--- src/rtl/gzmfc_pkg.sv ---
`timescale 1ns / 1ps
// Shared types, constants and helper functions for the gzip member framing checker.
// No dependencies.
package gzmfc_pkg;

    typedef enum logic [7:0] {
        PH_FIXED   = 8'b0000_0001,
        PH_XLEN    = 8'b0000_0010,
        PH_XDATA   = 8'b0000_0100,
        PH_NAME    = 8'b0000_1000,
        PH_COMMENT = 8'b0001_0000,
        PH_HCRC    = 8'b0010_0000,
        PH_PAYLOAD = 8'b0100_0000,
        PH_CLOSED  = 8'b1000_0000
    } t_phase;

    typedef enum logic [1:0] {
        OP_MEMBER = 2'd0,
        OP_DATA   = 2'd1,
        OP_FINISH = 2'd2
    } t_op;

    typedef struct packed {
        t_op        op;
        logic [7:0] data;
        logic       last;
    } t_cmd;

    typedef struct packed {
        logic       kind;
        logic [7:0] byte_val;
        logic       plast;
        logic [3:0] status;
        logic       lastr;
    } t_res;

    localparam logic [1:0] MODE_MEMBER = 2'd0;
    localparam logic [1:0] MODE_DATA   = 2'd1;
    localparam logic [1:0] MODE_FINISH = 2'd2;

    localparam logic [1:0] CFG_LIMIT_ENABLE = 2'd0;
    localparam logic [1:0] CFG_OUTPUT_LIMIT = 2'd1;

    localparam logic [3:0] ST_OK        = 4'd0;
    localparam logic [3:0] ST_SMALL     = 4'd1;
    localparam logic [3:0] ST_MAGIC     = 4'd2;
    localparam logic [3:0] ST_METHOD    = 4'd3;
    localparam logic [3:0] ST_FLAGS     = 4'd4;
    localparam logic [3:0] ST_EXTRA     = 4'd5;
    localparam logic [3:0] ST_UNTERM    = 4'd6;
    localparam logic [3:0] ST_NOPAYLOAD = 4'd7;
    localparam logic [3:0] ST_CRC       = 4'd8;
    localparam logic [3:0] ST_SIZE      = 4'd9;
    localparam logic [3:0] ST_LIMIT     = 4'd10;

    localparam logic [7:0]  MAGIC0       = 8'h1f;
    localparam logic [7:0]  MAGIC1       = 8'h8b;
    localparam logic [7:0]  CM_DEFLATE   = 8'h08;
    localparam logic [7:0]  FLG_RESERVED = 8'he0;
    localparam logic [7:0]  FLG_EXTRA    = 8'h04;
    localparam logic [7:0]  FLG_NAME     = 8'h08;
    localparam logic [7:0]  FLG_COMMENT  = 8'h10;
    localparam logic [7:0]  FLG_HCRC     = 8'h02;
    localparam logic [31:0] CRC_POLY     = 32'hedb88320;
    localparam logic [31:0] CRC_INIT     = 32'hffffffff;
    localparam logic [31:0] MIN_MEMBER   = 32'd18;
    localparam logic [30:0] LIMIT_RESET  = 31'h7fffffff;
    localparam logic [3:0]  FIXED_LAST   = 4'd9;

    function automatic t_phase next_phase(input t_phase from, input logic [7:0] flags);
        logic b_x;
        logic b_n;
        logic b_c;
        t_phase p;
        b_x = (from == PH_FIXED);
        b_n = b_x || (from == PH_XLEN) || (from == PH_XDATA);
        b_c = b_n || (from == PH_NAME);
        if (b_x && (flags & FLG_EXTRA) != 8'd0) begin
            p = PH_XLEN;
        end else if (b_n && (flags & FLG_NAME) != 8'd0) begin
            p = PH_NAME;
        end else if (b_c && (flags & FLG_COMMENT) != 8'd0) begin
            p = PH_COMMENT;
        end else if ((flags & FLG_HCRC) != 8'd0) begin
            p = PH_HCRC;
        end else begin
            p = PH_PAYLOAD;
        end
        return p;
    endfunction

    // reflected CRC-32, one byte
    function automatic logic [31:0] crc32_byte(input logic [31:0] crc, input logic [7:0] b);
        logic [31:0] c;
        c = crc ^ {24'd0, b};
        for (int k = 0; k < 8; k++) begin
            c = (c >> 1) ^ (c[0] ? CRC_POLY : 32'd0);
        end
        return c;
    endfunction

endpackage

--- src/rtl/gzmfc_back.sv ---
`timescale 1ns / 1ps
// Back end: header parser, trailer window, CRC-32, byte count and verdicts.
// Depends on gzmfc_pkg.
module gzmfc_back (
    input  logic              i_clk,
    input  logic              i_rst_n,
    input  logic              i_cfg_valid,
    input  logic [1:0]        i_cfg_index,
    input  logic [30:0]       i_cfg_data,
    input  logic              i_cmd_valid,
    input  gzmfc_pkg::t_cmd   i_cmd,
    output logic              o_cmd_pop,
    input  logic              i_res_ready,
    output logic [1:0]        o_push_cnt,
    output gzmfc_pkg::t_res   o_res0,
    output gzmfc_pkg::t_res   o_res1
);

    logic              r_limit_en;
    logic [30:0]       r_limit;
    gzmfc_pkg::t_phase r_phase, n_phase;
    logic [3:0]        r_pos, n_pos;
    logic [7:0]        r_flags, n_flags;
    logic [15:0]       r_xrem, n_xrem;
    logic [7:0]        r_xlo, n_xlo;
    logic [31:0]       r_mcount, n_mcount;
    logic [7:0]        r_win [8];
    logic [7:0]        n_win [8];
    logic [3:0]        r_fill, n_fill;
    logic [3:0]        r_err, n_err;
    logic [31:0]       r_crc, n_crc;
    logic [31:0]       r_ocount, n_ocount;
    logic              r_over, n_over;

    logic       emitted;
    logic       latch_req;
    logic [3:0] latch_code;
    logic [3:0] st;
    logic [7:0] b;

    assign o_cmd_pop = i_cmd_valid && i_res_ready;
    assign b         = i_cmd.data;

    always_comb begin
        n_phase    = r_phase;
        n_pos      = r_pos;
        n_flags    = r_flags;
        n_xrem     = r_xrem;
        n_xlo      = r_xlo;
        n_mcount   = r_mcount;
        n_win      = r_win;
        n_fill     = r_fill;
        n_err      = r_err;
        n_crc      = r_crc;
        n_ocount   = r_ocount;
        n_over     = r_over;
        emitted    = 1'b0;
        latch_req  = 1'b0;
        latch_code = gzmfc_pkg::ST_OK;
        st         = gzmfc_pkg::ST_OK;
        o_push_cnt = 2'd0;
        o_res0     = '0;
        o_res1     = '0;

        if (o_cmd_pop) begin
            case (i_cmd.op)
                gzmfc_pkg::OP_MEMBER: begin
                    if (r_mcount != 32'hffffffff) begin
                        n_mcount = r_mcount + 32'd1;
                    end
                    unique case (r_phase)
                        gzmfc_pkg::PH_FIXED: begin
                            if (r_pos == 4'd0 && b != gzmfc_pkg::MAGIC0) begin
                                latch_req  = 1'b1;
                                latch_code = gzmfc_pkg::ST_MAGIC;
                            end else if (r_pos == 4'd1 && b != gzmfc_pkg::MAGIC1) begin
                                latch_req  = 1'b1;
                                latch_code = gzmfc_pkg::ST_MAGIC;
                            end else if (r_pos == 4'd2 && b != gzmfc_pkg::CM_DEFLATE) begin
                                latch_req  = 1'b1;
                                latch_code = gzmfc_pkg::ST_METHOD;
                            end else begin
                                if (r_pos == 4'd3) begin
                                    n_flags = b;
                                end
                                if (r_pos == 4'd3 && (b & gzmfc_pkg::FLG_RESERVED) != 8'd0) begin
                                    latch_req  = 1'b1;
                                    latch_code = gzmfc_pkg::ST_FLAGS;
                                end else if (r_pos >= gzmfc_pkg::FIXED_LAST) begin
                                    n_phase = gzmfc_pkg::next_phase(gzmfc_pkg::PH_FIXED, r_flags);
                                    n_pos   = 4'd0;
                                end else begin
                                    n_pos = r_pos + 4'd1;
                                end
                            end
                        end
                        gzmfc_pkg::PH_XLEN: begin
                            if (r_pos == 4'd0) begin
                                n_xlo = b;
                                n_pos = 4'd1;
                            end else begin
                                n_xrem = {b, r_xlo};
                                n_pos  = 4'd0;
                                if ({b, r_xlo} == 16'd0) begin
                                    n_phase = gzmfc_pkg::next_phase(gzmfc_pkg::PH_XDATA, r_flags);
                                end else begin
                                    n_phase = gzmfc_pkg::PH_XDATA;
                                end
                            end
                        end
                        gzmfc_pkg::PH_XDATA: begin
                            n_xrem = r_xrem - 16'd1;
                            if (n_xrem == 16'd0) begin
                                n_phase = gzmfc_pkg::next_phase(gzmfc_pkg::PH_XDATA, r_flags);
                                n_pos   = 4'd0;
                            end
                        end
                        gzmfc_pkg::PH_NAME, gzmfc_pkg::PH_COMMENT: begin
                            if (b == 8'd0) begin
                                n_phase = gzmfc_pkg::next_phase(r_phase, r_flags);
                                n_pos   = 4'd0;
                            end
                        end
                        gzmfc_pkg::PH_HCRC: begin
                            if (r_pos == 4'd0) begin
                                n_pos = 4'd1;
                            end else begin
                                n_phase = gzmfc_pkg::PH_PAYLOAD;
                                n_pos   = 4'd0;
                            end
                        end
                        gzmfc_pkg::PH_PAYLOAD: begin
                            if (r_fill[3]) begin
                                emitted = 1'b1;
                                for (int i = 0; i < 7; i++) begin
                                    n_win[i] = r_win[i + 1];
                                end
                                n_win[7] = b;
                            end else begin
                                n_win[r_fill[2:0]] = b;
                                n_fill = r_fill + 4'd1;
                            end
                        end
                        default: begin
                        end
                    endcase

                    if (latch_req) begin
                        if (r_err == gzmfc_pkg::ST_OK) begin
                            n_err = latch_code;
                        end
                        n_phase = gzmfc_pkg::PH_CLOSED;
                        n_pos   = 4'd0;
                    end

                    if (!i_cmd.last) begin
                        if (emitted) begin
                            o_push_cnt = 2'd1;
                            o_res0 = '{kind: 1'b0, byte_val: r_win[0], plast: 1'b0,
                                       status: gzmfc_pkg::ST_OK, lastr: 1'b1};
                        end
                    end else begin
                        if (n_mcount < gzmfc_pkg::MIN_MEMBER) begin
                            st = gzmfc_pkg::ST_SMALL;
                        end else begin
                            unique case (n_phase)
                                gzmfc_pkg::PH_CLOSED:  st = n_err;
                                gzmfc_pkg::PH_FIXED:   st = gzmfc_pkg::ST_SMALL;
                                gzmfc_pkg::PH_XLEN,
                                gzmfc_pkg::PH_XDATA:   st = gzmfc_pkg::ST_EXTRA;
                                gzmfc_pkg::PH_NAME,
                                gzmfc_pkg::PH_COMMENT: st = gzmfc_pkg::ST_UNTERM;
                                gzmfc_pkg::PH_HCRC:    st = gzmfc_pkg::ST_NOPAYLOAD;
                                default: st = n_fill[3] ? gzmfc_pkg::ST_OK
                                                        : gzmfc_pkg::ST_NOPAYLOAD;
                            endcase
                        end
                        n_err   = st;
                        n_phase = gzmfc_pkg::PH_CLOSED;
                        n_pos   = 4'd0;
                        if (emitted) begin
                            o_push_cnt = 2'd2;
                            o_res0 = '{kind: 1'b0, byte_val: r_win[0], plast: 1'b1,
                                       status: gzmfc_pkg::ST_OK, lastr: 1'b0};
                            o_res1 = '{kind: 1'b1, byte_val: 8'd0, plast: 1'b0,
                                       status: st, lastr: 1'b1};
                        end else begin
                            o_push_cnt = 2'd1;
                            o_res0 = '{kind: 1'b1, byte_val: 8'd0, plast: 1'b0,
                                       status: st, lastr: 1'b1};
                        end
                    end
                end
                gzmfc_pkg::OP_DATA: begin
                    n_crc    = gzmfc_pkg::crc32_byte(r_crc, b);
                    n_ocount = r_ocount + 32'd1;
                    if (r_limit_en && n_ocount > {1'b0, r_limit}) begin
                        n_over = 1'b1;
                    end
                end
                gzmfc_pkg::OP_FINISH: begin
                    if (r_phase != gzmfc_pkg::PH_CLOSED) begin
                        st = gzmfc_pkg::ST_SMALL;
                    end else if (r_err != gzmfc_pkg::ST_OK) begin
                        st = r_err;
                    end else if (r_over) begin
                        st = gzmfc_pkg::ST_LIMIT;
                    end else if ((r_crc ^ gzmfc_pkg::CRC_INIT) !=
                                 {r_win[3], r_win[2], r_win[1], r_win[0]}) begin
                        st = gzmfc_pkg::ST_CRC;
                    end else if (r_ocount != {r_win[7], r_win[6], r_win[5], r_win[4]}) begin
                        st = gzmfc_pkg::ST_SIZE;
                    end else begin
                        st = gzmfc_pkg::ST_OK;
                    end
                    o_push_cnt = 2'd1;
                    o_res0 = '{kind: 1'b1, byte_val: 8'd0, plast: 1'b0,
                               status: st, lastr: 1'b1};
                end
                default: begin
                end
            endcase
        end
    end

    always_ff @(posedge i_clk) begin
        if (!i_rst_n) begin
            r_limit_en <= 1'b0;
            r_limit    <= gzmfc_pkg::LIMIT_RESET;
        end else if (i_cfg_valid) begin
            case (i_cfg_index)
                gzmfc_pkg::CFG_LIMIT_ENABLE: r_limit_en <= i_cfg_data[0];
                gzmfc_pkg::CFG_OUTPUT_LIMIT: r_limit    <= i_cfg_data;
                default: begin
                end
            endcase
        end
    end

    always_ff @(posedge i_clk) begin
        if (!i_rst_n) begin
            r_phase  <= gzmfc_pkg::PH_FIXED;
            r_pos    <= 4'd0;
            r_flags  <= 8'd0;
            r_xrem   <= 16'd0;
            r_xlo    <= 8'd0;
            r_mcount <= 32'd0;
            for (int i = 0; i < 8; i++) begin
                r_win[i] <= 8'd0;
            end
            r_fill   <= 4'd0;
            r_err    <= gzmfc_pkg::ST_OK;
            r_crc    <= gzmfc_pkg::CRC_INIT;
            r_ocount <= 32'd0;
            r_over   <= 1'b0;
        end else begin
            r_phase  <= n_phase;
            r_pos    <= n_pos;
            r_flags  <= n_flags;
            r_xrem   <= n_xrem;
            r_xlo    <= n_xlo;
            r_mcount <= n_mcount;
            r_win    <= n_win;
            r_fill   <= n_fill;
            r_err    <= n_err;
            r_crc    <= n_crc;
            r_ocount <= n_ocount;
            r_over   <= n_over;
        end
    end

endmodule

--- config.mk ---
export PLATFORM = sky130hd
export DESIGN_NAME = gzmfc_back
export DESIGN_NICKNAME = d
export VERILOG_FILES = /design/src/rtl/gzmfc_pkg.sv /design/src/rtl/gzmfc_back.sv
export SDC_FILE = /design/constraint.sdc
export NUM_CORES = 1
export LEC_CHECK = 0
export BUFFER_PORTS_ARGS = -buffer_cell sky130_fd_sc_hd__buf_4
export CAP_MARGIN = 0
export CORE_ASPECT_RATIO = 2
export CORE_UTILIZATION = 40
export DETAILED_ROUTE_END_ITERATION = 6
export PLACE_DENSITY_LB_ADDON = 0.15
export SYNTH_ARGS = -nofsm -noshare
export SYNTH_HDL_FRONTEND = slang
export SYNTH_SLANG_ARGS = --single-unit
--- constraint.sdc ---
create_clock -name i_clk -period 6.2 [get_ports i_clk]
set_input_delay 0.62 -clock i_clk [delete_from_list [all_inputs] [get_ports i_clk]]
set_output_delay 0.62 -clock i_clk [all_outputs]
set_load 0.05 [all_outputs]
==> out/metrics.cfg, run 1 <==
[timing]
fmax_mhz=196
hold_violations=0
slew_violations=0
maxSlewHeadroom_pct=26.1
tightest_slew_ps=1100
skew_ps=12.3
min_period_ps=5100
fin_crit_sh_pct=82.3
fin_setup_tns_ps=0
setup_viol=0
grt_setup_unrepaired=no

[worst_setup_path]
worst-setup-path-type=reg -> out
critPathCaptureType=output pin
r2r-start=r_ocount[0]
crit_path_cell_trace=ha_1 -> nand3_1 -> nor3_2 -> nand3_1 -> or3b_1 -> a2111o_1 -> nor4_1 -> nand4_1 -> and2_1 -> a32oi_1 -> o21ai_1 -> buf_4
r2r_slack_ps=1840
worst_r2r_endpoint=r_over
worstPathMaxFanout=8
crit_slowest_cell=nor3_2
required_ps=5580
worstSetupStartpointType=register
path_common_cell=nand3_1
reg2regPathDepth=18
crit_path_max_incr_delay_ps=470
critPathLaunch=r_mcount[1]
cp.arrival_ps=4480

[layout]
final_util_pct=44.5
finish.instance_area_sq_um=16600
finalNetCount=1924
area_growth_pct=9.55
fillCellCount=3736
layout-drive-gt1-share_pct=8.48

[yosys]
async_flop_share_pct=0
synth_flop_cell=dfxtp_1
synth_cell_types=85
syn_inst=1858
synth_area_leaders=dfxtp_1 (32%), xnor2_1 (8.9%), nand2_1 (5.5%), xor2_1 (4.7%), o211a_1 (3.9%)
yosysTopAreaCellShare_pct=31.9
yosysMostFrequentCell=dfxtp_1
synth-edff-count=0
synthTopCellsByCount=dfxtp_1 (241), nand2_1 (220), xnor2_1 (154)
synth.avg_cell_area_sq_um=8.15
yosysWarnings=0
yosysTopAreaCell=dfxtp_1
ys_seq_area_share_pct=31.9
syn_area_sq_um=15100
synth-seq-cells=241

[routing]
ant_nets=0
drtPass1Iterations=6
drc=0
vias_per_cell=5.67
wl_per_cell_um=18.7
dr.first_iter.drc_count=938
routed_wl_mm=43.2
dr_total_vias=13100

[min_path]
worstHoldPathCells=3
hold_start=i_cfg_data[25]
hp-class=in -> reg
min_to=r_limit[25]

[power_and_ir_drop]
ir_drop_uv=240
total_leakage_power_nw=7.19
power-per-cell-area_nw_per_um2=212

[die]
dieArea_sq_um=38700
initial_utilization_pct=40.6
placementRows=100
die_width_um=140
fp.dieH_um=277
core_sq_um=37300
ioPinCount=82

[clocking]
cts_tree=done
root_buffer=clkbuf_16
cts_hold_buf=0
clk_pin_slew_ps=60
cts_made_buffers=25
clock_latency_ps=550
htree_levels=1
postCtsSetupBuffers=0
clock_path_buffers=3
cts.repair.resized=0
cts.sinks=241

[grt]
grt_pass1_vias=12800
gr-total-overflow=0
grt_max_degree=87
grt_first_pass_wirelength_mm=69.2
grt_antenna_before_repair=0
grt_usage_pct=22.3

[placement]
portBuffers=69
hpwl_mm=31.5
postPlaceCellArea_sq_um=15700
place.gp.congestion=0.902

[run_status]
status=complete, no violations

[flow_run]
max_cap_violations=0

sequential cells by signal (all words and copies together), names as in the netlist:
| name | count |
|---|---|
| r_win | 64 |
| r_crc | 32 |
| r_mcount | 32 |
| r_ocount | 32 |
| r_limit | 31 |
| r_xrem | 16 |
| r_phase | 8 |
| r_xlo | 8 |
| r_err | 4 |
| r_fill | 4 |
| r_flags | 4 |
| r_pos | 4 |
| r_limit_en | 1 |
| r_over | 1 |
logic make-up after synthesis:
family,synth area share [%]
buf+inv,5.61
fa+ha+maj,3.47
compound gates,19.8
flops,31.9
xor+xnor,13.6
mux,1.82
other cells,0.0248
simple gates,23.8
cells in the final DEF, fill, tap and decap left out, types with 6 or more instances in the layout:
cell,n
xnor2_1,154
a21oi_1,99
o22ai_1,7
nor2b_1,49
o211a_1,59
nor3_1,33
nand4_1,53
a21boi_0,23
nor2_1,90
nand2_1,220
clkbuf_8,9
ha_1,42
clkbuf_16,25
mux2i_1,26
nor3b_1,8
o21a_1,11
nand3_1,48
conb_1,12
nor4_1,22
xor2_1,81
a211oi_1,12
o21ai_0,53
a21o_1,6
a22oi_1,6
and3_1,19
a31oi_1,23
o211ai_1,65
buf_4,83
o221ai_1,6
dfxtp_1,240
or3_1,25
and2_1,79
inv_1,53
final cells by class:
type	instances	area (sq um)	share of cell area [%]
Clock inverter	6	63.8	0.385
Tap cell	459	574	3.46
Multi-Input combinational cell	1428	9510	57.4
Inverter	53	199	1.20
Antenna cell	1	2.50	0.0151
Clock buffer	39	768	4.63
Timing Repair Buffer	84	634	3.83
Sequential cell	241	4830	29.1
worst max-delay path: cells and delay by family, from the launching register on:
| family | cells | cell delay (ps) |
|---|---|---|
| buffers and inverters | 1 | 190 |
| AO/OA/AOI/OAI | 3 | 710 |
| AND/OR/NAND/NOR | 7 | 2280 |
| adder cells (fa/ha/maj) | 1 | 310 |
| flip-flops | 1 | 430 |
worst max-delay path by stage:
stage	to	slack (ps)	cells after the start
3_5_place_dp	o_res0[2]	1720	12
2_1_floorplan	o_res1[1]	1580	14
6_report	o_res0[2]	1100	12
5_1_grt	o_res1[1]	780	12
4_1_cts	o_res0[2]	1100	12
3_3_place_gp	o_res0[2]	1830	12
through the flow:
| step | hold slack [ps] | power (mW) | cells | setup slack [ps] |
|---|---|---|---|---|
| after floorplan | 431 | 1.89 | 1869 | 1580 |
| after global placement | 449 | 1.99 | 2265 | 1830 |
| after detailed placement | 454 | 1.99 | 2265 | 1720 |
| after CTS | 265 | 3.56 | 2310 | 1100 |
| after global routing | 283 | 3.65 | 2310 | 777 |
| final | 294 | 3.51 | 2311 | 1100 |
layer usage:
metal / part of all wire (%) / GRT usage, % / vias to the layer above
met5: 0 / 0 / -
met4: 3.7 / 9.35 / 0
met3: 2.8 / 1.76 / 79
met2: 54 / 43.6 / 269
met1: 39 / 24.2 / 6265
li1: - / - / 6479
report_power, final:
group | internal (mW) | leakage (nW) | switching [mW]
combinational | 0.145 | 4.83 | 0.227
clock | 0.892 | 0.405 | 0.666
sequential | 1.57 | 1.95 | 0.0153
Note: power is estimated with default switching activity, not from simulation.
==> run 2, diff against run 1 <==
Clock period 6.2 ns to 4.2 ns, I/O delays scaled along.
==> run 2 against run 1 <==
Net effect:
- the run now ends with DRC left
- sequential power increased by 47%
- utilization increased by 2.3 points
- design area up 5.2%
- sequential share of layout area shrank 1.1 points
- critical path type unchanged
- largest power group is now clock
- highest routed layer unchanged
==> out/metrics.cfg, run 2 (synthesis gave the netlist of run 1 again) <==
[timing]
hold_violations=0
tightest_slew_ps=1090
grt_setup_unrepaired=yes
setup_viol=0
maxSlewHeadroom_pct=27.1
setup_ws_ps=82.2
fin_crit_sh_pct=98.0
fin_setup_tns_ps=0
slew_violations=0
fmax_mhz=243
min_period_ps=4120
skew_ps=11.6

[worst_setup_path]
cp.arrival_ps=3700
path_buf_inv=2
worst-setup-path-type=reg -> out
crit_path_cell_trace=inv_2 -> ha_1 -> or3b_4 -> or4_4 -> o32a_4 -> nand2_4 -> xnor2_1 -> mux2_4 -> o21ai_4 -> a21oi_4 -> a2111oi_2 -> nor2_1 -> buf_6
critPathCaptureType=output pin
critPathTopFamily=simple AND/OR/NAND/NOR gates
worstPathMaxFanout=5
worstSetupStartpointType=register
crit_slowest_cell=or4_4
required_ps=3780
crit_path_max_incr_delay_ps=520

[layout]
layout_commonest_cell=nand2_1
final_util_pct=46.8
finalNetCount=1985
fillCellCount=3682
largest_register_ffs=64
area_growth_pct=15.3
top_register=r_win
final_cell_mix=nand2_1 (218), dfxtp_1 (208), xnor2_1 (154), buf_4 (139), a21oi_1 (96)
layout-drive-gt1-share_pct=14.7
antennaDiodeCount=0

[die]
fp.dieH_um=277
die_width_um=140
initial_utilization_pct=40.6
ioPinCount=82
placementRows=100
dieArea_sq_um=38700
core_sq_um=37300

[power_and_ir_drop]
seqPwrFrac_pct=42.5
clkPwrFrac_pct=46.9
ir_drop_uv=374
total_leakage_power_nw=7.64
switching_share_pct=24.8
pwr-share-comb_pct=10.6
power-per-cell-area_nw_per_um2=314
p_switching_mw=1.36
p_int_mw=4.12

[routing]
dr.first_iter.drc_count=717
vias_per_cell=5.62
ant_nets=0
routed_wl_mm=44.5
dr_total_vias=13300
drc=7
wl_per_cell_um=18.8
drtPass1Iterations=7

[clocking]
htree_levels=1
clock_latency_ps=540
cts_made_buffers=25
cts.sinks=241
cts_hold_buf=0
cts_tree=done
clk_pin_slew_ps=70
root_buffer=clkbuf_16
clock_path_buffers=3

[placement]
portBuffers=69
place.gp.congestion=0.926
hpwl_mm=32.4
place_ws_ps=154

[grt]
grt_first_pass_wirelength_mm=70.8
grt_antenna_before_repair=0
gr-total-overflow=0
grt_pass1_vias=13000
grt_max_degree=145
grt_usage_pct=22.9

[run_status]
failed_checks=DRC
status=finished with violations

[flow_run]
max_cap_violations=0

[min_path]
hp-class=in -> reg

## run 2: cell types whose count changed in the layout (fill, tap and decap cells not counted), moves of 5 or more
| cell | previous run | this run |
|---|---|---|
| buf_4 | 83 | 139 |
| dfxtp_4 | 0 | 9 |
| dfxtp_1 | 240 | 208 |
| buf_6 | 1 | 6 |
| bufinv_16 | 1 | 7 |
| clkbuf_8 | 9 | 3 |
| dfxtp_2 | 1 | 24 |
## run 2: metrics by stage
stage	total power [mW]	area [sq um]	std cells	hold WS [ps]
after floorplan	2.79	15200	1869	431
after global routing	5.69	17500	2371	90.4
after CTS	5.55	17200	2359	81.8
final	5.48	17500	2371	103
after detailed placement	2.95	16100	2306	458
after global placement	2.95	16100	2306	461
## run 2: cell type report
class                           count  area (sq um)  area share [%]
Inverter                           53           199            1.14
Clock inverter                     10           231            1.33
Tap cell                          459           574            3.29
Timing Repair Buffer              145          1110            6.37
Sequential cell                   241          4890            28.0
Clock buffer                       35           693            3.97
Multi-Input combinational cell   1428          9750            55.9
## run 2: timing repair
| item | in CTS | in global routing |
|---|---|---|
| endpoints found under the setup margin | 5 | 6 |
| resized for setup | 40 | 53 |
| buffers inserted | 8 | 12 |
| hold endpoints to repair | 0 | 0 |
| pin swaps | 12 | 19 |
## run 2: metal layers
layer / track usage [%] / vias to the layer above / share of wire (%)
li1: - / 6610 / -
met1: 24.4 / 6391 / 39
met2: 44.7 / 246 / 55
met3: 1.95 / 86 / 2.6
met4: 10.5 / 0 / 4.0
met5: 0 / - / 0
## run 2: path summary, 6_finish.rpt
| kind | from | end | slack (ps) | depth (start not counted) |
|---|---|---|---|---|
| setup reg to reg | r_ocount[0] | r_over | 410 | 17 |
| setup / recovery | r_pos[0] | o_res0[1] | 80 | 13 |
| hold reg to reg | r_err[3] | r_err[3] | 480 | 2 |
| hold / removal | i_cfg_data[26] | r_limit[26] | 100 | 3 |
## run 2: tightest hold or removal path, cell delays in order
cell	delay [ps]
buf_4	70
nand2_1	40
o211ai_1	70
## run 2: power by group through the flow
stage	Clock [mW]	Sequential, mW	Combinational (mW)
after CTS	2.64	2.33	0.577
after global routing	2.73	2.33	0.629
after floorplan	0	2.38	0.411
final	2.57	2.33	0.579
after global placement	0	2.39	0.563
after detailed placement	0	2.39	0.566
==> run 3, diff against run 2 <==
Settings changed: ABC_AREA set to 1.
==> run 3 against run 2 <==
Net effect:
- the flow now finishes without violations
- hold slack worse by 30 ps
- synthesized cell count increased by 20%
- routed wire length up 6.1%
- first-iteration DRC count up 7.5%
- design area is 1.6% lower
- maximum frequency rose by 4.1%
- utilization down 0.88 points
- global-route usage grew 1.2 points
- area after synthesis grew 0.72%
==> out/metrics.cfg, run 3 <==
[die]
placementRows=100
core_sq_um=37400
fp.dieH_um=278
initial_utilization_pct=40.7
ioPinCount=82
dieArea_sq_um=38900
die_width_um=140

[yosys]
yosysTopAreaCell=dfxtp_1
yosysTopAreaCellShare_pct=31.6
synth_area_leaders=dfxtp_1 (32%), nand2_1 (11%), inv_1 (6.6%), nor2_1 (6.2%), xor2_1 (6.0%)
synth-seq-cells=241
syn_inst=2222
synth.avg_cell_area_sq_um=6.86
synth-edff-count=0
async_flop_share_pct=0
syn_area_sq_um=15200
ys_seq_area_share_pct=31.6
synth_cell_types=57
synthTopCellsByCount=nand2_1 (439), inv_1 (270), nor2_1 (251)
synth_flop_cell=dfxtp_1
yosysWarnings=0
yosysMostFrequentCell=nand2_1

[layout]
layout-drive-gt1-share_pct=11.8
top_register=r_win
final_cells=2730
antennaDiodeCount=0
final_cell_mix=nand2_1 (432), inv_1 (268), dfxtp_1 (238), nor2_1 (235), a21oi_1 (138)
area_growth_pct=12.7
layout_commonest_cell=nand2_1
fillCellCount=3904
finalNetCount=2345
final_util_pct=45.9
largest_register_ffs=64

[worst_setup_path]
worst-setup-path-type=reg -> out
critPathCaptureType=output pin
crit_slowest_cell=dfxtp_1
worstSetupStartpointType=register
crit_path_cell_trace=nor2_2 -> nand2_2 -> nor2_4 -> nand2_1 -> nand2_1 -> nand2_1 -> inv_2 -> nand2_1 -> nor2_1 -> nand3_1 -> nand2_1 -> nand2_1 -> nand2_1 -> nand3_2 -> nor2_1 -> nand3_2 -> nand4_1 -> nor2_1 -> nor2_2 -> nand4_1 -> a21oi_2 -> buf_6
path_buf_inv=2
required_ps=3780
crit_path_max_incr_delay_ps=360
path_common_cell=nand2_1
critPathTopFamily=simple AND/OR/NAND/NOR gates
worstPathMaxFanout=6
cp.arrival_ps=3530

[timing]
setup_viol=0
skew_ps=31.8
fin_crit_sh_pct=94.1
tightest_slew_ps=1180
fmax_mhz=253
hold_violations=0
maxSlewHeadroom_pct=21.3
min_period_ps=3950
worst_hold_slack_ps=73.0
slew_violations=0
setup_ws_ps=246

[placement]
hpwl_mm=35.0
place_ws_ps=389
place.gp.congestion=0.956
placed_cells=2678
portBuffers=69

[power_and_ir_drop]
total_leakage_power_nw=7.57
ir_drop_uv=283
power-per-cell-area_nw_per_um2=317
power.total_mw=5.44

[routing]
vias_per_cell=5.36
ant_nets=0
wl_per_cell_um=17.3
routed_wl_mm=47.2
drtPass1Iterations=5
dr.first_iter.drc_count=771
drc=0
dr_total_vias=14600

[clocking]
htree_levels=1
cts_made_buffers=25
cts.sinks=241
clock_latency_ps=570
cts_hold_buf=0
clock_path_buffers=3
root_buffer=clkbuf_16
clk_pin_slew_ps=60
cts_tree=done

[grt]
use_met2_pct=47.1
gr-total-overflow=0
grt_max_degree=97
grt_usage_pct=24.1
grt_pass1_vias=14300
grt_antenna_before_repair=0
grt_util_met3_pct=2.25
grt_first_pass_wirelength_mm=74.2
grtUsageMet1_pct=24.6
grt_busiest_layer=met2

[run_status]
status=complete, no violations

[flow_run]
max_cap_violations=0

[min_path]
hp-class=in -> reg

[run 3: cell types whose count changed in the layout (fill, tap and decap cells not counted), moves of 49 or more]
cell,previous run,this run
o21ai_0,53,125
inv_1,51,268
and2_1,79,2
o211a_1,59,0
nor2b_1,49,0
nand2_1,218,432
xnor2_1,154,51
a311oi_1,3,57
nor2_1,87,235
[run 3: worst min-delay path, cell delays in order]
cell and delay [ps]:
buf_4 70, nand2_1 40, o211ai_1 60
[run 3: cell families (layout without fill, tap and decap cells)]
| kind of cell | count (synthesis) | count (layout) | synth area share [%] |
|---|---|---|---|
| adders and majority gates | 42 | 42 | 3.45 |
| buffers and inverters | 394 | 432 | 10.4 |
| AOI/OAI and AO/OA | 435 | 435 | 17.5 |
| other | 1 | 12 | 0.0246 |
| xor gates and xnor gates | 155 | 155 | 8.91 |
| DFF | 241 | 241 | 31.6 |
| and+or+nand+nor | 954 | 954 | 28.1 |
[run 3: final cells by class]
type	count	area (sq um)	share of cell area [%]
clock buffers	31	678	3.95
clock inverters	13	153	0.889
inverters	294	1110	6.45
multi-input cells	1598	9110	53.0
flip-flops and latches	241	4830	28.1
well taps	459	574	3.34
repair buffers	94	726	4.22
[run 3: path summary, 6_finish.rpt]
check,from,end,slack (ps),cells past startpoint
setup reg to reg,r_ocount[1],r_over,380,22
hold / removal,i_cfg_data[5],r_limit[5],70,3
hold reg to reg,r_xlo[3],r_xlo[3],470,2
setup / recovery,r_xrem[2],o_res0[3],250,22
[run 3: power breakdown]
group	switching, mW	internal (mW)	leakage [nW]
clock	1.00	1.33	0.408
combinational	0.478	0.243	5.21
sequential	0.0497	2.34	1.96
[run 3: per-stage QoR]
| stage | setup TNS (ps) | instance area, sq um |
|---|---|---|
| finish | 0 | 17200 |
| global route | -95.6 | 17200 |
| CTS | 0 | 16900 |
| detailed placement | 0 | 16000 |
| global placement | 0 | 16000 |
| floorplan | 0 | 15300 |
[run 3: layer usage]
layer / wire length, um / part of all wire [%]
met2: 25600 / 54
met4: 2430 / 5.1
met3: 1510 / 3.2
met1: 17600 / 37
met5: 0 / 0
[run 3: repair_timing]
| action | CTS | global route |
|---|---|---|
| buffers inserted | 0 | 8 |
| pin swaps | 0 | 12 |
| gates resized for setup | 4 | 54 |
| setup endpoints to repair | 1 | 7 |
